[src/msc_pkg.sv]
`timescale 1ns / 1ps

package msc_pkg;

    localparam int unsigned DADDR_W = 30;

    typedef enum logic [1:0] {
        OP_PRELOAD = 2'd0,
        OP_STEP    = 2'd1,
        OP_RESTART = 2'd2
    } op_t;

    localparam logic [5:0] OPC_RTYPE = 6'd0;
    localparam logic [5:0] OPC_ALT   = 6'd10;
    localparam logic [5:0] OPC_SLTU  = 6'd11;
    localparam logic [5:0] OPC_ADDI  = 6'd8;
    localparam logic [5:0] OPC_LW    = 6'd35;
    localparam logic [5:0] OPC_SW    = 6'd43;
    localparam logic [5:0] OPC_LUI   = 6'd15;
    localparam logic [5:0] OPC_BEQ   = 6'd4;
    localparam logic [5:0] OPC_J     = 6'd2;

    localparam logic [5:0] FN_ADD   = 6'd32;
    localparam logic [5:0] FN_SUB   = 6'd34;
    localparam logic [5:0] FN_SLT   = 6'd42;
    localparam logic [5:0] FN_SLTU  = 6'd43;
    localparam logic [5:0] FN_AND   = 6'd36;
    localparam logic [5:0] FN_OR    = 6'd37;
    localparam logic [5:0] FN_SHL16 = 6'd4;
    localparam logic [5:0] FN_NOTA  = 6'd39;

    typedef enum logic [2:0] {
        ALU_ADD   = 3'd0,
        ALU_SUB   = 3'd1,
        ALU_SLT   = 3'd2,
        ALU_SLTU  = 3'd3,
        ALU_AND   = 3'd4,
        ALU_OR    = 3'd5,
        ALU_SHL16 = 3'd6,
        ALU_NOTA  = 3'd7
    } alu_sel_t;

    typedef struct packed {
        logic     valid;
        alu_sel_t sel;
        logic     use_imm;
        logic     wr;
        logic     to_rd;
        logic     ld;
        logic     st;
        logic     br;
        logic     jmp;
    } ctrl_t;

    typedef enum logic [3:0] {
        ST_IDLE,
        ST_FETCH,
        ST_READ_A,
        ST_READ_B,
        ST_EXEC,
        ST_WRAP,
        ST_MEM_RD,
        ST_WB,
        ST_DONE
    } state_t;

    typedef struct packed {
        logic [1:0]  operation;
        logic [15:0] load_index;
        logic [31:0] load_data;
    } req_t;

    typedef struct packed {
        logic        halted;
        logic [31:0] pc_after;
        logic [31:0] fetched_instruction;
        logic [31:0] alu_result;
        logic        zero_flag;
        logic        reg_write_done;
        logic [4:0]  reg_write_index;
        logic [31:0] reg_write_value;
        logic        mem_write_done;
    } rsp_t;

endpackage

[src/msc_wrap.sv]
`timescale 1ns / 1ps

module msc_wrap #(
    parameter int unsigned MEM_WORDS = 65536
) (
    input  logic                             clk,
    input  logic                             rst_n,
    input  logic                             start,
    input  logic [msc_pkg::DADDR_W-1:0]      value,
    output logic                             done,
    output logic [$clog2(MEM_WORDS)-1:0]     idx
);

    localparam int unsigned AW   = $clog2(MEM_WORDS);
    localparam int unsigned VW   = msc_pkg::DADDR_W;
    localparam bit          POW2 = ((MEM_WORDS & (MEM_WORDS - 1)) == 0);

    generate
        if (POW2)
        begin : g_mask
            logic          done_reg;
            logic [AW-1:0] idx_reg;

            always_ff @(posedge clk or negedge rst_n)
            begin
                if (!rst_n)
                begin
                    done_reg <= 1'b0;
                end
                else
                begin
                    done_reg <= start;
                end
            end

            always_ff @(posedge clk)
            begin
                if (start)
                begin
                    idx_reg <= value[AW-1:0];
                end
            end

            assign done = done_reg;
            assign idx  = idx_reg;
        end
        else
        begin : g_recip
            localparam int unsigned     SH    = VW + AW;
            localparam int unsigned     PW    = VW + 32;
            localparam longint unsigned RECIP =
                ((64'd1 << SH) + 64'(MEM_WORDS) - 64'd1) / 64'(MEM_WORDS);

            logic          mul_vld_reg;
            logic          sub_vld_reg;
            logic          done_reg;
            logic [VW-1:0] val_reg;
            logic [PW-1:0] prod_reg;
            logic [VW-1:0] qm_reg;
            logic [AW-1:0] idx_reg;
            logic [VW-1:0] quot;
            logic [VW-1:0] rem;

            // quotient by reciprocal multiply, then remainder by one subtract
            assign quot = VW'(prod_reg >> SH);
            assign rem  = val_reg - qm_reg;

            always_ff @(posedge clk or negedge rst_n)
            begin
                if (!rst_n)
                begin
                    mul_vld_reg <= 1'b0;
                    sub_vld_reg <= 1'b0;
                    done_reg    <= 1'b0;
                end
                else
                begin
                    mul_vld_reg <= start;
                    sub_vld_reg <= mul_vld_reg;
                    done_reg    <= sub_vld_reg;
                end
            end

            always_ff @(posedge clk)
            begin
                if (start)
                begin
                    val_reg  <= value;
                    prod_reg <= PW'(value) * PW'(RECIP);
                end
                if (mul_vld_reg)
                begin
                    qm_reg <= quot * VW'(MEM_WORDS);
                end
                if (sub_vld_reg)
                begin
                    idx_reg <= rem[AW-1:0];
                end
            end

            assign done = done_reg;
            assign idx  = idx_reg;
        end
    endgenerate

endmodule

[config.mk]
export PLATFORM = sky130hd
export DESIGN_NAME = msc_wrap
export DESIGN_NICKNAME = d
export VERILOG_FILES = /design/src/msc_pkg.sv /design/src/msc_wrap.sv
export SDC_FILE = /design/constraint.sdc
export NUM_CORES = 1
export LEC_CHECK = 0
export ABC_CLOCK_PERIOD_IN_PS = 800
export BUFFER_PORTS_ARGS = -buffer_cell sky130_fd_sc_hd__buf_2
export CAP_MARGIN = 10
export CORE_UTILIZATION = 36
export CTS_CLUSTER_DIAMETER = 60
export DETAILED_ROUTE_END_ITERATION = 12
export PLACE_DENSITY_LB_ADDON = 0.12
export SYNTH_ARGS = -nofsm -noshare
export SYNTH_HDL_FRONTEND = slang
export SYNTH_SLANG_ARGS = --single-unit
[constraint.sdc]
create_clock -name clk -period 0.8 [get_ports clk]
set_input_delay 0 -clock clk [delete_from_list [all_inputs] [get_ports clk]]
set_output_delay 0 -clock clk [all_outputs]
set_load 0.05 [all_outputs]
==> results summary <==
The number of nets still failing antenna checks after routing is 0. Sequential cells account for 53.5% of the total power. The xor-xnor portion of the synthesized cell area came out at 0%. The detailed-routing iteration count for the pre-antenna-repair pass is 2. In this run the deepest clock path goes through 2 buffers. Using the TritonRoute via totals, the vias-per-cell ratio works out to 4.25. The final total power came out at 2.02 mW. Measured on the finished design, the core utilization comes to 77.0%. The post-synthesis cell area is 505 µm². The worst pin sits at a relative slew slack of 76.5%. From synthesis to final layout, the design area changed by 98.3%. The critical path goes through buf_6.

The portion of the clock cycle consumed by the worst path in the final layout is 108%. Cell internal power was estimated by the tool at 1.45 mW. At the end of the flow, the number of nets in the layout was 107.

The max-slew violation total from the final report is 0. The fraction of layout instances using a drive strength above 1 is 52.1%. In this run switching power makes up 28.2% of total power.

The worst min-delay path category is in2async. The post-layout minimum cycle time came out at 0.864 ns. The HPWL after detailed placement is 626 µm. The number of antenna violations at the first check in global routing came out at 0. The final weighted congestion in routability-driven placement came out at 0.553. The remaining global-route overflow is 0. The final hold violation count is 0. The maximum cell stage delay along the critical path came out at 0.41 ns. The die width came out at 39.5 µm. The fraction of the mapped netlist area in adder cells came out at 0%. The depth of the CTS H-tree is 1. The number of nets in the synthesized netlist is 50. The sequential-to-total area share from yosys stat came out at 100%.

The setup violation total in the final timing report came out at 17. The gate count after technology mapping is 17. The worst setup path is launched from a flop. The final setup slack of the worst path is -0.0645 ns. In this run, distinct cell masters in the synthesized netlist total 2. The synthesis-stage register bit count is 17. The count of buffering cells on the critical path with inverters included is 1. The worst supply voltage drop on vdd is 1.39 mV. The via count came out at 374. The number of buffers created by CTS is 3.

In the final layout, the multi-input gates occupy 0 µm². The flip-flop count of the largest register, all copies and words added came out at 16. The number of DRC markers in iteration 0 came out at 9. The initial standard-cell utilization of the core is 38.8%.

The number of antenna repair diodes came out at 0. The number of global-route vias before repair came out at 387. The total track usage is 15.8%. The top-level port count came out at 50. The count of warnings emitted by yosys came out at 0.

The simple-gate share of the synthesized area is 0%. Measured along the y axis, the die boundary spans 39.5 µm. The worst path arrival time is 0.86 ns.

The number of sinks on the clock net came out at 17. The core outline area came out at 1300 µm². The power per standard cell area is 2020 nW/µm².

Across the run, the number of max-cap violations was 0. The analysis attributes to net switching a power of 0.571 mW. STA classifies the critical path endpoint as an output pin. The required time at the endpoint of the critical path is 0.80 ns. The slew at the pin with the worst max-slew slack came out at 0.353 ns.

The synthesized netlist devotes 0% of its cell area to compound gates. The maximum fanout count along the critical path is 1. The count of input and output buffers came out at 35. The run finished, with violations left. The number of multi-input combinational cells in the layout is 0.

The mean instance size in the synthesized netlist is 29.7 µm². The power share of the combinational group is 24.9%. The final reports fail on negative setup slack. The global-route wire length before repair came out at 1450 µm. In this run the clock root is driven by a clkbuf_4. After detailed routing, the average wire length per cell comes to 12.1 µm. TritonCTS built the clock tree. The post-detailed-routing wire length came out at 1060 µm. The post-route DRC violation count came out at 0. The critical path's slowest cell is edfxtp_1. The largest net degree at the start of global routing is 18. The analysis attributes to cell leakage a power of 0.428 nW. The share of power burned in the clock network is 21.6%. The share of synthesized area spent on multiplexers is 0%.

After floorplanning, the core was divided into 13 placement rows. The critical path in this run is classified as reg2out. Setup repair after global routing could not meet its margin everywhere.

The maximum operating frequency came out at 1.16 GHz. The floorplan step defined a die boundary enclosing 1560 µm². The kind of cell with the highest combined delay along the critical path is flip-flops. The clock transition time at the flip-flop clock pins of the worst setup and hold paths came out at 0.09 ns.
[worst max path at each step]
stage	end	cells past startpoint	start
floorplan	idx[0]	0	idx[0]
global placement	idx[10]	1	start
detailed placement	idx[10]	1	start
CTS	idx[15]	1	idx[15]
global route	idx[13]	1	idx[13]
finish	idx[0]	1	idx[0]
[layer usage]
metal | track usage [%] | share of wire (%)
met3 | 6.82 | 7.0
met2 | 27.9 | 58
met1 | 14.1 | 33
met4 | 10.3 | 1.0
met5 | 0 | 0
[final cells by class]
cell class              instances  area (µm²)
clock buffers                   4        26.3
fillers                        85         299
flip-flops and latches         17         505
well taps                      15        18.8
repair buffers                 52         452
[metrics by stage]
| step | instances | setup TNS [ns] | hold WS, ns | cell area [µm²] | setup slack (ns) |
|---|---|---|---|---|---|
| 3_3_place_gp | 67 | 0 | -0.226 | 699 | 0.155 |
| 4_1_cts | 88 | -0.729 | 0.0154 | 1000 | -0.0665 |
| 6_report | 88 | -0.593 | 0.0149 | 1000 | -0.0645 |
| 5_1_grt | 88 | -1.23 | 0.0190 | 1000 | -0.102 |
| 2_1_floorplan | 17 | 0 | -0.296 | 505 | 0.199 |
| 3_5_place_dp | 67 | 0 | -0.223 | 699 | 0.132 |
[cell usage after synthesis]
master	count	area [µm²]
edfxtp_1	16	480
dfrtp_1	1	25.0
[repair_timing]
action,4_1_cts,5_1_grt
setup buffers,0,0
pin swaps,0,0
hold endpoints to repair,17,0
hold buffers,17,0
gates resized for setup,34,0
setup endpoints to repair,17,17
[cells by family (layout without fill, tap and decap cells)]
family | Yosys count | count (layout)
flip-flops | 17 | 17
buffers and inverters | 0 | 56
[power groups by stage]
stage / logic (mW) / registers (mW) / clock network (mW)
4_1_cts: 0.505 / 1.08 / 0.451
2_1_floorplan: 0 / 1.33 / 0
3_5_place_dp: 0.362 / 1.08 / 0
6_report: 0.503 / 1.08 / 0.437
3_3_place_gp: 0.357 / 1.08 / 0
5_1_grt: 0.523 / 1.09 / 0.479
[cells in the final DEF (no fill, tap or decap)]
cell           count
buf_6             17
edfxtp_1          16
clkbuf_4           3
clkbuf_1           1
buf_2             18
dlygate4sd3_1     17
dfrtp_1            1
(Power assumes the default switching activity.)
