<file path="src/msc_pkg.sv">
`timescale 1ns / 1ps

package msc_pkg;

    localparam int unsigned DADDR_W = 30;

    typedef enum logic [1:0] {
        OP_PRELOAD = 2'd0,
        OP_STEP    = 2'd1,
        OP_RESTART = 2'd2
    } op_t;

    localparam logic [5:0] OPC_RTYPE = 6'd0;
    localparam logic [5:0] OPC_ALT   = 6'd10;
    localparam logic [5:0] OPC_SLTU  = 6'd11;
    localparam logic [5:0] OPC_ADDI  = 6'd8;
    localparam logic [5:0] OPC_LW    = 6'd35;
    localparam logic [5:0] OPC_SW    = 6'd43;
    localparam logic [5:0] OPC_LUI   = 6'd15;
    localparam logic [5:0] OPC_BEQ   = 6'd4;
    localparam logic [5:0] OPC_J     = 6'd2;

    localparam logic [5:0] FN_ADD   = 6'd32;
    localparam logic [5:0] FN_SUB   = 6'd34;
    localparam logic [5:0] FN_SLT   = 6'd42;
    localparam logic [5:0] FN_SLTU  = 6'd43;
    localparam logic [5:0] FN_AND   = 6'd36;
    localparam logic [5:0] FN_OR    = 6'd37;
    localparam logic [5:0] FN_SHL16 = 6'd4;
    localparam logic [5:0] FN_NOTA  = 6'd39;

    typedef enum logic [2:0] {
        ALU_ADD   = 3'd0,
        ALU_SUB   = 3'd1,
        ALU_SLT   = 3'd2,
        ALU_SLTU  = 3'd3,
        ALU_AND   = 3'd4,
        ALU_OR    = 3'd5,
        ALU_SHL16 = 3'd6,
        ALU_NOTA  = 3'd7
    } alu_sel_t;

    typedef struct packed {
        logic     valid;
        alu_sel_t sel;
        logic     use_imm;
        logic     wr;
        logic     to_rd;
        logic     ld;
        logic     st;
        logic     br;
        logic     jmp;
    } ctrl_t;

    typedef enum logic [3:0] {
        ST_IDLE,
        ST_FETCH,
        ST_READ_A,
        ST_READ_B,
        ST_EXEC,
        ST_WRAP,
        ST_MEM_RD,
        ST_WB,
        ST_DONE
    } state_t;

    typedef struct packed {
        logic [1:0]  operation;
        logic [15:0] load_index;
        logic [31:0] load_data;
    } req_t;

    typedef struct packed {
        logic        halted;
        logic [31:0] pc_after;
        logic [31:0] fetched_instruction;
        logic [31:0] alu_result;
        logic        zero_flag;
        logic        reg_write_done;
        logic [4:0]  reg_write_index;
        logic [31:0] reg_write_value;
        logic        mem_write_done;
    } rsp_t;

endpackage

</file>
<file path="src/msc_decode.sv">
`timescale 1ns / 1ps

module msc_decode (
    input  logic [31:0]     ins,
    output msc_pkg::ctrl_t  ctrl
);

    logic [5:0] opcode;
    logic [5:0] funct;

    assign opcode = ins[31:26];
    assign funct  = ins[5:0];

    always_comb
    begin
        ctrl = '0;
        unique case (opcode)
            msc_pkg::OPC_RTYPE, msc_pkg::OPC_ALT:
            begin
                ctrl.valid = 1'b1;
                ctrl.wr    = 1'b1;
                ctrl.to_rd = 1'b1;
                unique case (funct)
                    msc_pkg::FN_ADD:   ctrl.sel = msc_pkg::ALU_ADD;
                    msc_pkg::FN_SUB:   ctrl.sel = msc_pkg::ALU_SUB;
                    msc_pkg::FN_SLT:   ctrl.sel = msc_pkg::ALU_SLT;
                    msc_pkg::FN_SLTU:  ctrl.sel = msc_pkg::ALU_SLTU;
                    msc_pkg::FN_AND:   ctrl.sel = msc_pkg::ALU_AND;
                    msc_pkg::FN_OR:    ctrl.sel = msc_pkg::ALU_OR;
                    msc_pkg::FN_SHL16: ctrl.sel = msc_pkg::ALU_SHL16;
                    msc_pkg::FN_NOTA:  ctrl.sel = msc_pkg::ALU_NOTA;
                    default:           ctrl = '0;
                endcase
            end
            msc_pkg::OPC_SLTU:
            begin
                ctrl.valid = 1'b1;
                ctrl.sel   = msc_pkg::ALU_SLTU;
                ctrl.wr    = 1'b1;
                ctrl.to_rd = 1'b1;
            end
            msc_pkg::OPC_ADDI:
            begin
                ctrl.valid   = 1'b1;
                ctrl.sel     = msc_pkg::ALU_ADD;
                ctrl.use_imm = 1'b1;
                ctrl.wr      = 1'b1;
            end
            msc_pkg::OPC_LW:
            begin
                ctrl.valid   = 1'b1;
                ctrl.sel     = msc_pkg::ALU_ADD;
                ctrl.use_imm = 1'b1;
                ctrl.wr      = 1'b1;
                ctrl.ld      = 1'b1;
            end
            msc_pkg::OPC_SW:
            begin
                ctrl.valid   = 1'b1;
                ctrl.sel     = msc_pkg::ALU_ADD;
                ctrl.use_imm = 1'b1;
                ctrl.st      = 1'b1;
            end
            msc_pkg::OPC_LUI:
            begin
                ctrl.valid   = 1'b1;
                ctrl.sel     = msc_pkg::ALU_SHL16;
                ctrl.use_imm = 1'b1;
                ctrl.wr      = 1'b1;
            end
            msc_pkg::OPC_BEQ:
            begin
                ctrl.valid = 1'b1;
                ctrl.sel   = msc_pkg::ALU_SUB;
                ctrl.br    = 1'b1;
            end
            msc_pkg::OPC_J:
            begin
                ctrl.valid = 1'b1;
                ctrl.sel   = msc_pkg::ALU_ADD;
                ctrl.jmp   = 1'b1;
            end
            default:
            begin
                ctrl = '0;
            end
        endcase
    end

endmodule

</file>
<file path="config.mk">
export PLATFORM = sky130hd
export DESIGN_NAME = msc_decode
export DESIGN_NICKNAME = d
export VERILOG_FILES = /design/src/msc_pkg.sv /design/src/msc_decode.sv
export SDC_FILE = /design/constraint.sdc
export NUM_CORES = 1
export LEC_CHECK = 0
export BUFFER_PORTS_ARGS = -buffer_cell sky130_fd_sc_hd__buf_4
export CAP_MARGIN = 30
export CORE_AREA = 2 2 39 41
export DETAILED_ROUTE_END_ITERATION = 8
export DIE_AREA = 0 0 41 43
export PLACE_DENSITY = 0.74
export SYNTH_ARGS = -nofsm -noshare
export SYNTH_HDL_FRONTEND = slang
export SYNTH_SLANG_ARGS = --single-unit
</file>
<file path="constraint.sdc">
create_clock -name vclk -period 1.7
set_input_delay 0.17 -clock vclk [all_inputs]
set_output_delay 0.17 -clock vclk [all_outputs]
set_load 0.01 [all_outputs]
</file>
==> flow_metrics.env, run 1 <==
export IMPL_outcome="finished, final reports clean"
export IMPL_synth_mux_area_fraction=0.04956
export IMPL_crit_path_end_kind="primary output"
export IMPL_postCtsSetupBuffers=0
export IMPL_ant_nets=0
export IMPL_synth_simple_gate_area_frac=0.5102
export IMPL_final_common_cell="buf_4"
export IMPL_p_leak_nw=0.2776
export IMPL_cp_slowest_cell="a211oi_4"
export IMPL_regArea_um2=0
export IMPL_grt_pass1_vias=494
export IMPL_dp_cells=105
export IMPL_use_met2=0.2688
export IMPL_fin_crit_ps=1638
export IMPL_critical_path_top_delay_family="compound AO/OA/AOI/OAI gates"
export IMPL_dp_hpwl_mm=1.006
export IMPL_synthDistinctLibCells=36
export IMPL_grt_max_degree=13
export IMPL_wl_per_cell_um=12.26
export IMPL_p_sw_frac=0.5167
export IMPL_antenna_cells=0
export IMPL_startpoint_type="input pin"
export IMPL_port_buffers=23
export IMPL_min_path_type="input pin to primary output"
export IMPL_synth_avg_cell_area_um2=6.131
export IMPL_yosysTopAreaCell="nor2_1"
export IMPL_num_io_pins=43
export IMPL_crit_path_max_fanout=4
export IMPL_met1_usage=0.1994
export IMPL_crit_chain="buf_6 > or2_1 > a21o_1 > a211oi_4 > a41o_1 > o21bai_1 > buf_4"
export IMPL_final_nets=123
export IMPL_setup_viol=0
export IMPL_comb_power_share=1.000
export IMPL_grtUsageMet3=0
export IMPL_critPathLaunch="ins[1]"
export IMPL_synth_fa_ha_area_frac=0
export IMPL_routed_wl_mm=1.287
export IMPL_synth_xor_area_frac=0.04082
export IMPL_seqPwrFrac=0
export IMPL_final_cell_count_no_fill=105
export IMPL_cp_arrival_ps=1470
export IMPL_finalHoldViolations=0
export IMPL_hold_depth=3
export IMPL_postCtsHoldBufs=0
export IMPL_gp_congestion=0.8161
export IMPL_drive_gt1_frac=0.3371
export IMPL_report_final_slew_viol_count=0
export IMPL_irDropWorstVdd_uv=94.45
export IMPL_ys_warn_count=0
export IMPL_worst_path_buf_inv=2
export IMPL_drc=0
export IMPL_first_pass_iters=4
export IMPL_power_density_nw_per_um2=190.7
export IMPL_final_cell_mix="buf_4, nor2_1, nand2_1"
export IMPL_clock_fmax_ghz=0.6107
export IMPL_hold_end="ctrl[3]"
export IMPL_switchingPower_uw=61.88
export IMPL_synth_top_family_by_area="simple AND/OR/NAND/NOR gates"
export IMPL_maxCapViolations=0
export IMPL_vias_per_cell=5.476
export IMPL_yosysSeqAreaShare=0
export IMPL_hold_ws_ps=654.8
export IMPL_cts_resized=0
export IMPL_grt_pass1_wl_mm=2.021
export IMPL_syn_num_nets=102
export IMPL_num_vias=575
export IMPL_track_usage=0.1499
export IMPL_core_um2=1384
export IMPL_start_util=0.3101
export IMPL_flops_and_latches=0
export IMPL_period_share=0.9633
export IMPL_area_growth_syn_to_layout_pct=46.36
export IMPL_synth_area_um2=429.2
export IMPL_path_class="input pin to primary output"
export IMPL_hp_start="ins[29]"
export IMPL_top_usage_layer="met2"
export IMPL_synth_area_leaders="nor2_1, nand2_1, a21oi_1, nor3_1, clkbuf_1"
export IMPL_clkPwrFrac=0
export IMPL_die_h_um=43
export IMPL_dieWidth_um=41
export IMPL_grt_overflow=0
export IMPL_syn_inst=70
export IMPL_required_ps=1530
export IMPL_synth_compound_area_frac=0.3178
export IMPL_antenna_found_initial=0
export IMPL_slew_headroom=0.7349
export IMPL_slowest_delay_ps=300
export IMPL_drt_iter0_markers=16
export IMPL_tightest_slew_ps=393.5
export IMPL_synth_top_cell_area_share=0.07872
export IMPL_row_count=14
export IMPL_cellInternalPower_uw=57.89
export IMPL_clock_buffers=0
export IMPL_grt_setup_unrepaired="true"
export IMPL_dieArea_um2=1763
==> per-layer routing <==
layer  share of wire  up-vias
met1            0.40      266
li1                -      290
met4               0        0
met5               0        -
met2            0.53       19
met3           0.071        0
==> through the flow <==
stage	worst slack (ps)	power, mW	util	setup TNS, ps	cell area [µm²]
2_1_floorplan	296.6	0.06572	-	0	429.2
3_3_place_gp	76.24	0.1112	0.4430	0	613.1
3_5_place_dp	33.99	0.1141	0.4430	0	613.1
4_1_cts	31.63	0.1145	0.4430	0	613.1
5_1_grt	-46.06	0.1324	0.4539	-70.73	628.1
6_report	62.44	0.1198	0.4539	0	628.1
==> logic make-up (layout without fill, tap and decap cells) <==
group,after synthesis,count (layout)
AO/OA/AOI/OAI,19,19
XOR/XNOR,2,2
multiplexers,2,2
buffers and inverters,9,28
AND/OR/NAND/NOR,38,38
==> synthesized netlist by cell type (2+ instances only) <==
| cell type | instances |
|---|---|
| a21oi_1 | 4 |
| and3_1 | 2 |
| clkbuf_1 | 5 |
| inv_1 | 3 |
| nand2_1 | 8 |
| nor2_1 | 9 |
| nor2b_1 | 2 |
| nor3_1 | 4 |
| nor3b_1 | 2 |
| o21ai_0 | 3 |
| o21bai_1 | 2 |
| xnor2_1 | 2 |
==> cell type report <==
cell class | count | area, µm²
tap | 16 | 20.02
inverter | 3 | 11.26
multi-input combinational | 61 | 401.6
fill | 155 | 755.7
timing repair buffer | 25 | 195.2
==> power by group through the flow <==
stage	Combinational (mW)	Sequential, mW	Clock (mW)
final	0.120	0	0
after global routing	0.132	0	0
after CTS	0.115	0	0
after detailed placement	0.114	0	0
after global placement	0.111	0	0
after floorplan	0.0657	0	0
==> worst max path at each step <==
stage	depth (start not counted)	end	slack, ps
2_1_floorplan	5	ctrl[10]	300
3_3_place_gp	7	ctrl[10]	80
3_5_place_dp	7	ctrl[10]	30
4_1_cts	7	ctrl[10]	30
5_1_grt	7	ctrl[10]	-50
6_report	7	ctrl[10]	60
Power figures use the tool's default switching activity.
==> run 2: changes to the inputs <==
--- a/config.mk
+++ b/config.mk
@@ -10,7 +10,7 @@
 export CORE_AREA = 2 2 39 41
 export DETAILED_ROUTE_END_ITERATION = 8
 export DIE_AREA = 0 0 41 43
-export PLACE_DENSITY = 0.74
+export PLACE_DENSITY = 0.77
 export SYNTH_ARGS = -nofsm -noshare
 export SYNTH_HDL_FRONTEND = slang
 export SYNTH_SLANG_ARGS = --single-unit
==> constraint.sdc (replaced) <==
create_clock -name vclk -period 1.49
set_input_delay 0.149 -clock vclk [all_inputs]
set_output_delay 0.149 -clock vclk [all_outputs]
set_load 0.01 [all_outputs]
==> flow_metrics.env, run 2 (synthesis results as in run 1) <==
export IMPL_outcome="finished with violations"
export IMPL_violations="setup timing"
export IMPL_p_total_uw=166.2
export IMPL_cp_arrival_ps=1430
export IMPL_clock_buffers=0
export IMPL_final_cell_mix="buf_4, nor2_1, nand2_1"
export IMPL_dp_hpwl_um=992.5
export IMPL_postCtsHoldBufs=0
export IMPL_period_share=1.058
export IMPL_grt_pass1_vias=531
export IMPL_fin_tns_setup_ps=-183.8
export IMPL_area_growth_syn_to_layout_pct=74.05
export IMPL_required_ps=1340
export IMPL_drc=0
export IMPL_gp_congestion=0.8254
export IMPL_ant_nets=0
export IMPL_num_io_pins=43
export IMPL_antenna_found_initial=0
export IMPL_vias_per_cell=5.412
export IMPL_post_dp_cell_area_um2=658.1
export IMPL_crit_path_max_fanout=3
export IMPL_final_cell_count_no_fill=114
export IMPL_crit_chain="buf_8 > or2_1 > a21o_1 > a211oi_2 > a41o_1 > o21bai_1 > buf_4"
export IMPL_irDropWorstVdd_uv=117.1
export IMPL_routed_wl_mm=1.377
export IMPL_min_path_type="input pin to primary output"
export IMPL_stdcell_area_um2=747.0
export IMPL_maxCapViolations=0
export IMPL_fin_crit_ps=1576
export IMPL_final_nets=132
export IMPL_first_pass_iters=2
export IMPL_die_h_um=43
export IMPL_num_vias=617
export IMPL_row_count=14
export IMPL_hold_ws_ps=615.1
export IMPL_finalHoldViolations=0
export IMPL_cp_slowest_cell="a211oi_2"
export IMPL_final_common_cell="buf_4"
export IMPL_path_class="input pin to primary output"
export IMPL_regArea_um2=0
export IMPL_dieWidth_um=41
export IMPL_power_density_nw_per_um2=222.4
export IMPL_grt_max_degree=13
export IMPL_wl_per_cell_um=12.08
export IMPL_setup_slack_ps=-86.38
export IMPL_port_buffers=23
export IMPL_grt_pass1_wl_mm=2.104
export IMPL_report_final_slew_viol_count=0
export IMPL_slowest_delay_ps=310
export IMPL_flops_and_latches=0
export IMPL_critical_path_top_delay_family="compound AO/OA/AOI/OAI gates"
export IMPL_grt_setup_unrepaired="true"
export IMPL_start_util=0.3101
export IMPL_worst_path_buf_inv=2
export IMPL_clock_fmax_ghz=0.6344
export IMPL_grt_overflow=0
export IMPL_crit_path_end_kind="primary output"
export IMPL_core_um2=1384
export IMPL_drt_iter0_markers=8
export IMPL_p_leak_nw=0.3410
export IMPL_startpoint_type="input pin"
export IMPL_fillers=142
export IMPL_tightest_slew_ps=286.4
export IMPL_slew_headroom=0.8064
export IMPL_antenna_cells=0
export IMPL_setup_viol=3
export IMPL_dieArea_um2=1763
export IMPL_dp_slack_ps=-135.6
export IMPL_track_usage=0.1558
export IMPL_final_core_util=0.5398
export IMPL_drive_gt1_frac=0.4592
export IMPL_dp_cells=111
-- run 2: area by class of cell --
cell class,instances,area (µm²),area share
repair buffers,34,274.0,0.3668
well taps,16,20.02,0.02680
multi-input cells,61,441.7,0.5913
inverters,3,11.26,0.01508
-- run 2: power breakdown --
part	leakage, nW	internal (mW)	switching, mW
Sequential	0	0	0
Clock	0	0	0
Combinational	0.341	0.0866	0.0795
-- run 2: timing repair --
action | CTS | global route
gates cloned | 0 | 0
endpoints found under the setup margin | 6 | 6
setup buffers | 1 | 2
gates resized for setup | 9 | 7
pin swaps | 4 | 7
-- run 2: tightest hold or removal path: stages --
cell and delay, ps:
buf_4 130, nor2_1 60, buf_4 130
-- run 2: path summary, 6_finish.rpt --
check / from / endpoint / slack (ps) / cells past startpoint
max: ins[1] / ctrl[10] / -90 / 7
min: ins[30] / ctrl[6] / 620 / 3
-- run 2: routing by layer --
layer | GRT usage | share of wire
met1 | 0.1867 | 0.39
met2 | 0.3031 | 0.56
met3 | 0 | 0.052
met4 | 0 | 0
met5 | 0 | 0
==> run 3: changes to the inputs <==
--- a/config.mk
+++ b/config.mk
@@ -11,6 +11,7 @@
 export DETAILED_ROUTE_END_ITERATION = 8
 export DIE_AREA = 0 0 41 43
 export PLACE_DENSITY = 0.77
+export RECOVER_POWER = 25
 export SYNTH_ARGS = -nofsm -noshare
 export SYNTH_HDL_FRONTEND = slang
 export SYNTH_SLANG_ARGS = --single-unit
==> flow_metrics.env, run 3 (synthesis results as in run 1) <==
export IMPL_outcome="finished with violations"
export IMPL_grt_setup_unrepaired="true"
export IMPL_dp_hpwl_um=992.5
export IMPL_core_um2=1384
export IMPL_min_path_type="input pin to primary output"
export IMPL_track_usage=0.1558
export IMPL_num_vias=617
export IMPL_fillers=142
export IMPL_fin_crit_ps=1576
export IMPL_area_growth_syn_to_layout_pct=73.18
export IMPL_p_total_uw=164.9
export IMPL_setup_viol=3
export IMPL_setup_slack_ps=-86.37
export IMPL_dp_slack_ps=-135.6
export IMPL_row_count=14
export IMPL_port_buffers=23
export IMPL_required_ps=1340
export IMPL_power_density_nw_per_um2=221.8
export IMPL_ant_nets=0
export IMPL_start_util=0.3101
export IMPL_final_common_cell="buf_4"
export IMPL_antenna_cells=0
export IMPL_multi_input_area_um2=441.7
export IMPL_report_final_slew_viol_count=0
export IMPL_clock_fmax_ghz=0.6344
export IMPL_grt_pass1_vias=531
export IMPL_crit_path_max_fanout=3
export IMPL_grt_overflow=0
export IMPL_p_leak_nw=0.3374
export IMPL_tightest_slew_ps=420.4
export IMPL_finalHoldViolations=0
export IMPL_final_nets=132
export IMPL_drc=0
export IMPL_grt_max_degree=13
export IMPL_antenna_found_initial=0
export IMPL_regArea_um2=0
export IMPL_slew_headroom=0.7197
export IMPL_crit_path_end_kind="primary output"
export IMPL_drive_gt1_frac=0.4490
export IMPL_maxCapViolations=0
export IMPL_num_io_pins=43
export IMPL_gp_congestion=0.8254
export IMPL_cp_arrival_ps=1430
export IMPL_startpoint_type="input pin"
export IMPL_final_cell_mix="buf_4, nor2_1, nand2_1"
export IMPL_vias_per_cell=5.412
export IMPL_period_share=1.058
export IMPL_die_h_um=43
export IMPL_dieArea_um2=1763
export IMPL_violations="setup timing"
export IMPL_routed_wl_mm=1.375
export IMPL_first_pass_iters=2
export IMPL_final_core_util=0.5371
export IMPL_wl_per_cell_um=12.06
export IMPL_flops_and_latches=0
export IMPL_dieWidth_um=41
export IMPL_clock_buffers=0
export IMPL_drt_iter0_markers=8
export IMPL_irDropWorstVdd_uv=117.1
export IMPL_path_class="input pin to primary output"
export IMPL_grt_pass1_wl_mm=2.104
run 3: final cells by class:
cell class                      count  share of cell area
Inverter                            3             0.01515
Multi-Input combinational cell     61              0.5943
Tap cell                           16             0.02694
Timing Repair Buffer               34              0.3636
run 3: metrics by stage:
stage	std cells	hold slack (ps)	cell area [µm²]	TNS, ps
2_1_floorplan	70	446.6	429.2	0
3_3_place_gp	111	608.8	658.1	-270.6
3_5_place_dp	111	611.4	658.1	-430.6
4_1_cts	112	612.7	701.9	-205.8
6_report	114	615.1	743.2	-186.6
5_1_grt	114	629.1	743.2	-563.9
run 3: critical path, cell delays in order:
cell	delay, ps
buf_8	100
or2_1	230
a21o_1	170
a211oi_2	310
a41o_1	220
o21bai_1	100
buf_4	130
run 3: timing repair:
item,in CTS,in global routing
endpoints found under the setup margin,6,6
gates resized for setup,9,7
buffers inserted,1,2
endpoints found under the hold margin,0,0
pin swaps,4,7
cloned,0,0
hold buffers,0,0
run 3: layer usage:
metal | GRT usage | part of all wire
met4 | 0 | 0
met3 | 0 | 0.052
met5 | 0 | 0
met2 | 0.3031 | 0.56
met1 | 0.1867 | 0.39
run 3: final timing paths:
check                 cells after the start  startpoint       end
worst min-delay path                      3     ins[30]   ctrl[6]
worst max-delay path                      7      ins[1]  ctrl[10]
run 3: power by group:
group / internal [mW] / total (mW) / switching (mW)
Combinational: 0.0854 / 0.165 / 0.0795
Sequential: 0 / 0 / 0
Clock: 0 / 0 / 0
Total: 0.0854 / 0.165 / 0.0795
