===== config.mk =====
export PLATFORM = sky130hd
export DESIGN_NAME = msc_alu
export DESIGN_NICKNAME = d
export VERILOG_FILES = /design/src/msc_pkg.sv /design/src/msc_alu.sv
export SDC_FILE = /design/constraint.sdc
export NUM_CORES = 1
export LEC_CHECK = 0
export ABC_AREA = 0
export ABC_CLOCK_PERIOD_IN_PS = 5900
export BUFFER_PORTS_ARGS = -buffer_cell sky130_fd_sc_hd__buf_2
export CORE_UTILIZATION = 35
export DETAILED_ROUTE_END_ITERATION = 8
export RECOVER_POWER = 25
export SYNTH_ARGS = -nofsm -noshare
export SYNTH_HDL_FRONTEND = slang
export SYNTH_SLANG_ARGS = --single-unit
export TNS_END_PERCENT = 10

===== constraint.sdc =====
create_clock -name vclk -period 5.9
set_clock_uncertainty 0.15 [all_clocks]
set_input_delay 1.18 -clock vclk [all_inputs]
set_output_delay 1.18 -clock vclk [all_outputs]
set_load 0.02 [all_outputs]

===== src/msc_pkg.sv =====
`timescale 1ns / 1ps

package msc_pkg;

    localparam int unsigned DADDR_W = 30;

    typedef enum logic [1:0] {
        OP_PRELOAD = 2'd0,
        OP_STEP    = 2'd1,
        OP_RESTART = 2'd2
    } op_t;

    localparam logic [5:0] OPC_RTYPE = 6'd0;
    localparam logic [5:0] OPC_ALT   = 6'd10;
    localparam logic [5:0] OPC_SLTU  = 6'd11;
    localparam logic [5:0] OPC_ADDI  = 6'd8;
    localparam logic [5:0] OPC_LW    = 6'd35;
    localparam logic [5:0] OPC_SW    = 6'd43;
    localparam logic [5:0] OPC_LUI   = 6'd15;
    localparam logic [5:0] OPC_BEQ   = 6'd4;
    localparam logic [5:0] OPC_J     = 6'd2;

    localparam logic [5:0] FN_ADD   = 6'd32;
    localparam logic [5:0] FN_SUB   = 6'd34;
    localparam logic [5:0] FN_SLT   = 6'd42;
    localparam logic [5:0] FN_SLTU  = 6'd43;
    localparam logic [5:0] FN_AND   = 6'd36;
    localparam logic [5:0] FN_OR    = 6'd37;
    localparam logic [5:0] FN_SHL16 = 6'd4;
    localparam logic [5:0] FN_NOTA  = 6'd39;

    typedef enum logic [2:0] {
        ALU_ADD   = 3'd0,
        ALU_SUB   = 3'd1,
        ALU_SLT   = 3'd2,
        ALU_SLTU  = 3'd3,
        ALU_AND   = 3'd4,
        ALU_OR    = 3'd5,
        ALU_SHL16 = 3'd6,
        ALU_NOTA  = 3'd7
    } alu_sel_t;

    typedef struct packed {
        logic     valid;
        alu_sel_t sel;
        logic     use_imm;
        logic     wr;
        logic     to_rd;
        logic     ld;
        logic     st;
        logic     br;
        logic     jmp;
    } ctrl_t;

    typedef enum logic [3:0] {
        ST_IDLE,
        ST_FETCH,
        ST_READ_A,
        ST_READ_B,
        ST_EXEC,
        ST_WRAP,
        ST_MEM_RD,
        ST_WB,
        ST_DONE
    } state_t;

    typedef struct packed {
        logic [1:0]  operation;
        logic [15:0] load_index;
        logic [31:0] load_data;
    } req_t;

    typedef struct packed {
        logic        halted;
        logic [31:0] pc_after;
        logic [31:0] fetched_instruction;
        logic [31:0] alu_result;
        logic        zero_flag;
        logic        reg_write_done;
        logic [4:0]  reg_write_index;
        logic [31:0] reg_write_value;
        logic        mem_write_done;
    } rsp_t;

endpackage


===== src/msc_alu.sv =====
`timescale 1ns / 1ps

module msc_alu (
    input  logic [31:0]       a,
    input  logic [31:0]       b,
    input  msc_pkg::alu_sel_t sel,
    output logic [31:0]       y
);

    always_comb
    begin
        unique case (sel)
            msc_pkg::ALU_ADD:   y = a + b;
            msc_pkg::ALU_SUB:   y = a - b;
            msc_pkg::ALU_SLT:   y = {31'd0, $signed(a) < $signed(b)};
            msc_pkg::ALU_SLTU:  y = {31'd0, a < b};
            msc_pkg::ALU_AND:   y = a & b;
            msc_pkg::ALU_OR:    y = a | b;
            msc_pkg::ALU_SHL16: y = {b[15:0], 16'd0};
            msc_pkg::ALU_NOTA:  y = ~a;
            default:            y = '0;
        endcase
    end

endmodule


==> results of run 1 <==
[final cells by class]
cell class	count	area [um2]	share of cell area
inverter	107	402	0.0713
timing repair buffer	116	613	0.109
multi-input combinational	611	4390	0.780
tap	180	225	0.0400
[power breakdown]
part / switching, mW / total [mW] / internal [mW]
logic: 0.365 / 0.587 / 0.222
clock network: 0 / 0 / 0
registers: 0 / 0 / 0
total: 0.365 / 0.587 / 0.222
[per-layer routing]
metal	vias to the layer above	part of all wire	global-route usage	routed length (um)
li1	2861	-	-	-
met1	2638	0.48	0.341	8490
met2	219	0.43	0.372	7590
met3	18	0.070	0.0282	1250
met4	2	0.025	0.0579	438
met5	-	0.00051	0	9
[placed cells by master, fill, tap and decap left out, types with 9 or more instances in the layout]
cell                       netlist  routed
sky130_fd_sc_hd__buf_4           3      17
sky130_fd_sc_hd__o21ai_0        55      55
sky130_fd_sc_hd__nor3_1         18      18
sky130_fd_sc_hd__buf_2           7      91
sky130_fd_sc_hd__o22ai_1        28      28
sky130_fd_sc_hd__nor2_1         62      62
sky130_fd_sc_hd__xnor2_1        21      21
sky130_fd_sc_hd__nand3_1        14      14
sky130_fd_sc_hd__o211ai_1       11      11
sky130_fd_sc_hd__o31ai_1        15      15
sky130_fd_sc_hd__nor4_1         10      10
sky130_fd_sc_hd__a21oi_1        84      84
sky130_fd_sc_hd__nand2_1        49      49
sky130_fd_sc_hd__ha_1           96      96
sky130_fd_sc_hd__a211oi_1       19      19
sky130_fd_sc_hd__o21bai_1       13      13
sky130_fd_sc_hd__mux4_2          9       9
sky130_fd_sc_hd__inv_1         105     105
[how the worst max path moves through the flow]
stage,to,slack (ns)
global route,y[0],0.02
global placement,y[0],0.45
finish,y[0],0.29
floorplan,y[0],0.74
CTS,y[0],0.37
detailed placement,y[0],0.38
[Yosys cell counts, drive strengths merged (2+ instances only)]
library cell	instances	share of area
and2	5	0.0063
fa	2	0.0081
o21ai	56	0.056
a31o	2	0.0035
a221oi	2	0.0048
a21o	6	0.0091
nand4	5	0.0063
mux2i	4	0.0081
o31ai	15	0.023
and3	2	0.0025
o21bai	13	0.020
xnor2	21	0.037
or2	5	0.0063
buf	18	0.018
a32oi	3	0.0053
nor4	10	0.013
nor3	18	0.018
a311oi	5	0.010
nand2b	7	0.0088
nand2	49	0.037
a221o	3	0.0060
xor2	4	0.0070
nand3	14	0.014
o211ai	12	0.019
nor2b	8	0.010
o221a	2	0.0045
or3	5	0.0063
nor2	62	0.047
inv	105	0.079
a31oi	8	0.010
mux4	9	0.041
o22ai	28	0.035
a211oi	19	0.029
ha	96	0.24
a22o	2	0.0035
o21a	6	0.0091
clkbuf	24	0.018
clkinv	2	0.0015
or4	3	0.0045
a21oi	84	0.085
a211o	2	0.0035
[critical path, stage by stage]
cell and delay, ns:
sky130_fd_sc_hd__buf_2 0.11, sky130_fd_sc_hd__inv_1 0.08, sky130_fd_sc_hd__ha_1 0.17, sky130_fd_sc_hd__inv_1 0.05, sky130_fd_sc_hd__fa_1 0.37, sky130_fd_sc_hd__nor2b_1 0.15, sky130_fd_sc_hd__o21ai_0 0.23, sky130_fd_sc_hd__a31oi_1 0.20
sky130_fd_sc_hd__a311oi_1 0.51, sky130_fd_sc_hd__o211ai_1 0.28, sky130_fd_sc_hd__nand2_1 0.15, sky130_fd_sc_hd__a21oi_1 0.08, sky130_fd_sc_hd__o311a_1 0.30, sky130_fd_sc_hd__o31ai_1 0.21, sky130_fd_sc_hd__buf_2 0.20
[metrics by stage]
stage	hold WS (ns)	cell area (um2)
after floorplan	2.48	4970
after global placement	2.67	5640
after detailed placement	2.66	5640
after CTS	2.66	5640
after global routing	2.71	5630
final	2.66	5630
[logic make-up after synthesis]
kind of cell / share of synthesized area
AOI/OAI and AO/OA: 0.356
and+or+nand+nor: 0.183
buffers and inverters: 0.117
adders and majority gates: 0.250
xor gates and xnor gates: 0.0440
muxes: 0.0511
==> results.txt, run 1 <==
For the final routed database, the setup TNS stands at 0 ns. Across the whole layout, storage elements account for 0 um2. The number of placed instances, taps included, is 1014. The classification of the worst-slack hold path was input port to output pin.

Counting I/O delays and the setup requirement, the final critical path takes 5.61 ns. Overall power after layout: 587 uW. For this run, the top clock speed supported by timing is 178 MHz. The die boundary width is 121 um, and the number of instances in the synthesized netlist is 760. The logs give 1 for the number of antenna violations at the first check in global routing and 0 for the post-route DRC violation count. The number of nets in the synthesized netlist is 925. After clock tree synthesis, the flow added hold-fix buffers numbering 0. The total number of nets in the final design was 1001; the area of the core was 13900 um2. Each instance of the synthesized netlist takes up on average 6.54 um2. During placement, the flow inserted port buffers numbering 99. The worst hold path was traced through 5 stages. The tools report the nature of the critical path startpoint as an input port. Before CTS, the worst setup slack after placement is 0.377 ns.

The setup fix buffers added after clock tree synthesis is 0, and the worst supply voltage drop on vdd is 50.9 uV. Of all nets on the critical path, the largest fanout is 3. The worst max-slew margin expressed relative to the limit was -0.0273. The global-route wire length before repair was 28000 um; the total die area was 14700 um2. The power density over cell area works out to 104 nW/um2. The tools report the final number of hold-violating endpoints as 0. The die boundary height was 121 um. The logs give 0 for the total congestion overflow and 17800 um for the total routed wirelength. The run finished, with violations left.

Required arrival time at the worst endpoint: 4.57 ns. The run gives 0.358 as the starting density of the core. The post-route core utilization is 0.406, and the final count of pins violating max slew is 32. The wire-length estimate of the detail-placed layout is 14100 um. The tools report the area of the mapped netlist as 4970 um2. Routability-driven placement finished with a final weighted congestion of 0.921.

Setup violations remaining at the end of the flow were counted as 0. Fill cells in the final layout number 1539. The global router's overall resource usage is 0.237. The run gives 0 as the post-cts repair resize count. The final cell count without fillers came out at 1014. The sequential share of the synthesized area came out at 0. The number of global-route vias before repair came out at 5228. The run gives 99 as the number of top-level pins. The checks that failed: capacitance limit, slew limit. The analysis attributes to cell leakage a power of 2.71 nW.

The number of antenna diodes in the final layout is 0. For this run, the number of Yosys warnings is 0. Post-route fraction of the period consumed by the critical path: 0.951.

Relative to the synthesized area, the layout overhead comes to 13.3%. In this run the most critical hold path is launched from a[0]. Setup repair after global routing left no endpoint under its margin. Yosys mapped the design onto 61 distinct sky130hd cell types. Dividing the detail-routed via count by the number of cells gives 5.66. The layout has 0 clock buffers. Row generation in the floorplan step produced 43 rows. The share of cells above drive strength 1 is 0.157, and the number of flip-flops and latches is 0.

Element type at the critical path end: an output pin. Tracing the worst setup path back leads to its startpoint at a[0]. The startpoint-to-endpoint class of the critical path is input port to output pin.

Dividing the detail-routed wire length by the instance count gives 17.5 um. The worst hold endpoint is y[0]. At the pin with the least slew margin, the transition time is 1.54 ns.

The first-pass iteration count of the detailed router came out at 5. The number of maximum-capacitance constraint violations was 1; the arrival time reported for the critical path endpoint was 4.28 ns. The total via count after detailed routing was 5738.

The detail route stage leaves a number of antenna-violating nets equal to 0. Entering global routing, the biggest net connects 39 pins. The detailed router finished its first iteration with 607 violations.

The slack of the critical path is 0.288 ns.
(Power assumes the default switching activity.)
==> run 2: changes to the inputs <==
--- a/config.mk
+++ b/config.mk
@@ -11,4 +11,5 @@
 export CORE_UTILIZATION = 35
 export DETAILED_ROUTE_END_ITERATION = 8
+export PLACE_DENSITY = 0.61
 export RECOVER_POWER = 25
 export SYNTH_ARGS = -nofsm -noshare
==> constraint.sdc (replaced) <==
create_clock -name vclk -period 5.9
set_clock_uncertainty 0.15 [all_clocks]
set_input_delay 0.885 -clock vclk [all_inputs]
set_output_delay 0.885 -clock vclk [all_outputs]
set_load 0.02 [all_outputs]
==> results.txt, run 2 (synthesis results as in run 1) <==
Counting tap cells, the placed design contains a total of 1002 instances. The tools report the required arrival time at the worst endpoint as 4.87 ns. The post-route fraction of the period consumed by the critical path is 0.857, and the total via count after detailed routing is 5686. The final cell count without fillers was 1002; the HPWL after detailed placement was 13700 um.

The tools report the element type at the critical path end as an output pin. In the routed design, unresolved DRC markers number 0. The post-route core utilization was 0.399. The pre-antenna-repair detailed-routing pass consisted of 5 iterations.

The starting density of the core was 0.358; the total of fill cells in the finished design was 1542. In this run, post-CTS hold repair placed 0 buffers. The cell with the biggest individual delay on the critical path is sky130_fd_sc_hd__a311oi_1. Final number of hold-violating endpoints: 0. The run gives 26800 um as the global-route wire length before repair. The worst hold path begins at a[0]. The die boundary height is 121 um, and the pin slew with the least headroom to its limit is 1.03 ns. Across all hold checks on the routed design, the worst slack comes to 2.08 ns. Post-CTS timing repair inserted 0 buffers for setup. Setup total negative slack on the finished layout was measured at 0 ns. The area of the core came out at 13900 um2. The share of cells above drive strength 1 came out at 0.146. After the last flow step, the layout net total stands at 989. Setup repair after global routing left no endpoint under its margin. The tool flagged a number of max-cap violations equal to 0. The area growth from synthesis to layout is 11.5%. In this run the worst path has a maximum fanout of 6. After detailed routing, the average wire length per cell comes to 17.1 um.

The tools report the final count of pins violating max slew as 0. The number of global-route vias before repair is 5104. The detailed router finished its first iteration with 600 violations. Dividing the detail-routed via count by the number of cells gives 5.67. For this run, the top clock speed supported by timing is 198 MHz. The final antenna diode count was 0; the worst max-slew margin expressed relative to the limit was 0.313. The tools report the number of rows created at floorplan as 43. In this run the power density over the cells is 103 nW/um2. Number of buffers added on ports: 99.

The signal on the critical path passes through buf_2, inv_1, ha_1, inv_1, fa_1, nor2b_1, o21ai_0, a31oi_1, a311oi_1, o211ai_1, nand2_1, a21oi_1, o311a_1, o31ai_1, buf_2. The die boundary width came out at 121 um. Classification of the worst-slack hold path: input port to output pin. There are 0 flip-flops and latches. The path with the worst hold slack has its endpoint at y[0].

STA classifies the critical path startpoint as an input port. Number of antenna violations at the first check in global routing: 1. The worst path needs 5.05 ns of the cycle, external delays included.

The worst hold path passes through 5 cells. Startpoint-to-endpoint class of the critical path: input port to output pin. The most common cell after layout, fill and taps aside is sky130_fd_sc_hd__inv_1. For the count of antenna-violating nets left after detailed routing, the log shows 0.

The number of top-level pins was 99; the maximum cell stage delay along the critical path was 0.49 ns. The footprint of the flip-flops and latches was 0 um2. For the total die area, the log shows 14700 um2.

For the worst setup path, the data arrival time is 4.02 ns. Total routed wirelength: 17100 um. In the layout the commonest cells are sky130_fd_sc_hd__inv_1 (105), sky130_fd_sc_hd__ha_1 (96), sky130_fd_sc_hd__buf_2 (92), sky130_fd_sc_hd__a21oi_1 (84), sky130_fd_sc_hd__nor2_1 (62). For the leakage power summed over all cells, the log shows 2.65 nW. The run finished with clean final reports. In the finished layout, the clock tree contains a buffer count of 0.

The logs give 38.4 uV for the worst supply voltage drop on vdd and 0 for the number of setup violations in the final report. The logs give 0 for the post-cts repair resize count and 0.228 for the global router's overall resource usage. At the end of routability-driven placement, the weighted congestion stood at 0.919.

For the largest net degree at the start of global routing, the log shows 52. Global routing finished with a remaining overflow of 0.
==> run 2: metal layers <==
metal	part of all wire	track usage	vias to the layer above
li1	-	-	2840
met1	0.46	0.318	2603
met2	0.43	0.356	217
met3	0.075	0.0305	26
met4	0.037	0.0818	0
met5	0	0	-
==> run 2: worst max-delay path by stage <==
| stage | depth (start not counted) | from | endpoint | slack, ns |
|---|---|---|---|---|
| 2_1_floorplan | 13 | a[0] | y[0] | 1.33 |
| 3_3_place_gp | 15 | a[0] | y[0] | 0.93 |
| 3_5_place_dp | 15 | a[0] | y[0] | 0.87 |
| 4_1_cts | 15 | a[0] | y[0] | 0.87 |
| 5_1_grt | 15 | a[0] | y[0] | 0.57 |
| 6_report | 15 | a[0] | y[0] | 0.85 |
==> run 2: worst max-delay path: cells and delay by family <==
family / cells / cell delay, ns
compound gates: 7 / 1.86
fa+ha+maj: 2 / 0.54
buf+inv: 4 / 0.44
simple gates: 2 / 0.30
==> run 2: metrics by stage <==
stage | instance area, um2 | power [mW] | worst slack, ns
floorplan | 4970 | 0.403 | 1.33
global placement | 5550 | 0.566 | 0.930
detailed placement | 5550 | 0.565 | 0.874
CTS | 5550 | 0.568 | 0.866
global route | 5540 | 0.631 | 0.574
finish | 5540 | 0.572 | 0.846
==> run 2: power breakdown <==
group / switching, mW / internal, mW
Sequential: 0 / 0
Combinational: 0.357 / 0.214
Clock: 0 / 0
Total: 0.357 / 0.214
==> run 2: area by class of cell <==
type,count,area [um2],area share
multi-input combinational,611,4390,0.792
timing repair buffer,104,524,0.0946
inverter,107,402,0.0724
tap,180,225,0.0406
==> run 3: changes to the inputs <==
GPL_TIMING_DRIVEN = 0   (was default)
PLACE_DENSITY = 0.66   (was 0.61)
==> results.txt, run 3 (synthesis results as in run 1) <==
The final sum of negative setup slack was 0 ns. After global routing the overflow that remains totals 0. The startpoint-to-endpoint class of the critical path was input port to output pin. The wire-length estimate of the detail-placed layout is 15700 um. The area growth from synthesis to layout is 14.4%. The cell area after layout was 5690 um2; the power density over cell area was 105 nW/um2. The worst max-slew margin expressed relative to the limit came out at 0.426. For the final number of hold-violating endpoints, the log shows 0. The total via count after detailed routing is 6101, and the post-route DRC violation count is 0.

The run gives 598 uW as the overall power after layout. The arrival time reported for the critical path endpoint is 4.39 ns, and the starting density of the core is 0.358. The worst hold path begins at a[0]. The setup fix buffers added after clock tree synthesis came out at 0. During placement, the flow inserted port buffers numbering 99. The placed cell count is 1039, and the slack of the critical path is 0.476 ns. The number of antenna diodes in the final layout is 0. STA classifies the critical path endpoint as an output pin. Number of top-level pins: 99.

The run finished with clean final reports. In the layout the commonest cells are sky130_fd_sc_hd__inv_1 (105), sky130_fd_sc_hd__buf_2 (103), sky130_fd_sc_hd__ha_1 (96), sky130_fd_sc_hd__a21oi_1 (84), sky130_fd_sc_hd__nor2_1 (62). The critical path ends at y[0]. Hold repair after CTS inserted 0 buffers. The share of cells above drive strength 1 is 0.150.

The number of antenna violations at the first check in global routing came out at 0. The number of flip-flops and latches came out at 0. Post-detailed-route via-to-cell ratio: 5.87.

The run gives 0 as the number of setup violations in the final report. The first detailed-routing pass ran for 5 iterations. In this run the static leakage power is 2.72 nW.

The tool flagged a number of max-cap violations equal to 0. Post-CTS repair changed the size of 0 cells. Setup repair after global routing left no endpoint under its margin. The global router's overall resource usage was 0.265; the total number of nets in the final design was 1026. The post-route fraction of the period consumed by the critical path was 0.919; the total routed wirelength was 19800 um. In this run, the number of DRC markers left after iteration 0 of detailed routing was 640. At the pin with the least slew margin, the transition time is 0.861 ns. For the final count of pins violating max slew, the log shows 0. The die boundary height was 121 um; the global placer's final weighted congestion was 0.949. The required arrival time at the worst endpoint was 4.87 ns. Launching instance or port of the critical path: a[0]. Of all nets on the critical path, the largest fanout is 6. After detailed routing, the average wire length per cell comes to 19.1 um. Leaving out fill and tap cells, the most frequent cell in the layout is sky130_fd_sc_hd__inv_1. Across the VDD grid, the largest voltage drop is 41.7 uV. The number of rows created at floorplan was 43; the worst hold slack after final layout was 2.08 ns. The count of antenna-violating nets left after detailed routing came out at 0. The total of fill cells in the finished design was 1531; the final cell count without fillers was 1039. The first global-routing pass estimated 30200 um of wire.

Summing all placed instances gives a cell area of 5690 um2. The clock period could shrink to 5.42 ns. Entering global routing, the biggest net connects 11 pins.

Before CTS, the worst setup slack after placement is 0.620 ns. The worst hold path belongs to the class input port to output pin. Number of global-route vias before repair: 5521. The nature of the critical path startpoint is an input port.

The floorplan step defined a die boundary enclosing 14700 um2. The die boundary width was 121 um. For the post-route core utilization, the log shows 0.410. The run gives 13900 um2 as the area of the core. The layout has 0 clock buffers. The footprint of the flip-flops and latches is 0 um2. Timing would allow up to 184 MHz.
run 3: cell types whose count changed in the layout (fill, tap and decap cells not counted):
cell                       change
sky130_fd_sc_hd__clkbuf_1     +25
sky130_fd_sc_hd__buf_1         +3
sky130_fd_sc_hd__buf_2        +11
sky130_fd_sc_hd__buf_4         -2
run 3: critical path, stage by stage:
cell	delay, ns
sky130_fd_sc_hd__buf_2	0.11
sky130_fd_sc_hd__inv_1	0.08
sky130_fd_sc_hd__ha_1	0.18
sky130_fd_sc_hd__inv_1	0.06
sky130_fd_sc_hd__fa_1	0.39
sky130_fd_sc_hd__nor2b_1	0.17
sky130_fd_sc_hd__o21ai_0	0.26
sky130_fd_sc_hd__a31oi_1	0.31
sky130_fd_sc_hd__a311oi_1	0.64
sky130_fd_sc_hd__o211ai_1	0.28
sky130_fd_sc_hd__nand2_1	0.17
sky130_fd_sc_hd__a21oi_1	0.10
sky130_fd_sc_hd__o311a_1	0.29
sky130_fd_sc_hd__o31ai_1	0.25
sky130_fd_sc_hd__buf_2	0.21
run 3: power breakdown:
group	internal [mW]	leakage [nW]	switching, mW
combinational	0.218	2.72	0.380
sequential	0	0	0
clock	0	0	0
total	0.218	2.72	0.380
run 3: worst min path at each step:
stage | end | slack [ns] | cells after the start
2_1_floorplan | y[0] | 1.89 | 3
3_3_place_gp | y[0] | 2.09 | 5
3_5_place_dp | y[0] | 2.08 | 5
4_1_cts | y[0] | 2.08 | 5
5_1_grt | y[0] | 2.13 | 5
6_report | y[0] | 2.08 | 5
run 3: layout make-up:
cell class	instances	area [um2]	area share
Multi-Input combinational cell	611	4390	0.772
Timing Repair Buffer	99	492	0.0864
Inverter	107	402	0.0706
Tap cell	180	225	0.0396
Buffer	42	178	0.0312
run 3: layer usage:
layer	up-vias	wire [um]	track usage
met5	-	0	0
met2	332	8490	0.415
li1	2919	-	-
met4	0	672	0.0841
met3	39	2090	0.0484
met1	2811	8580	0.365
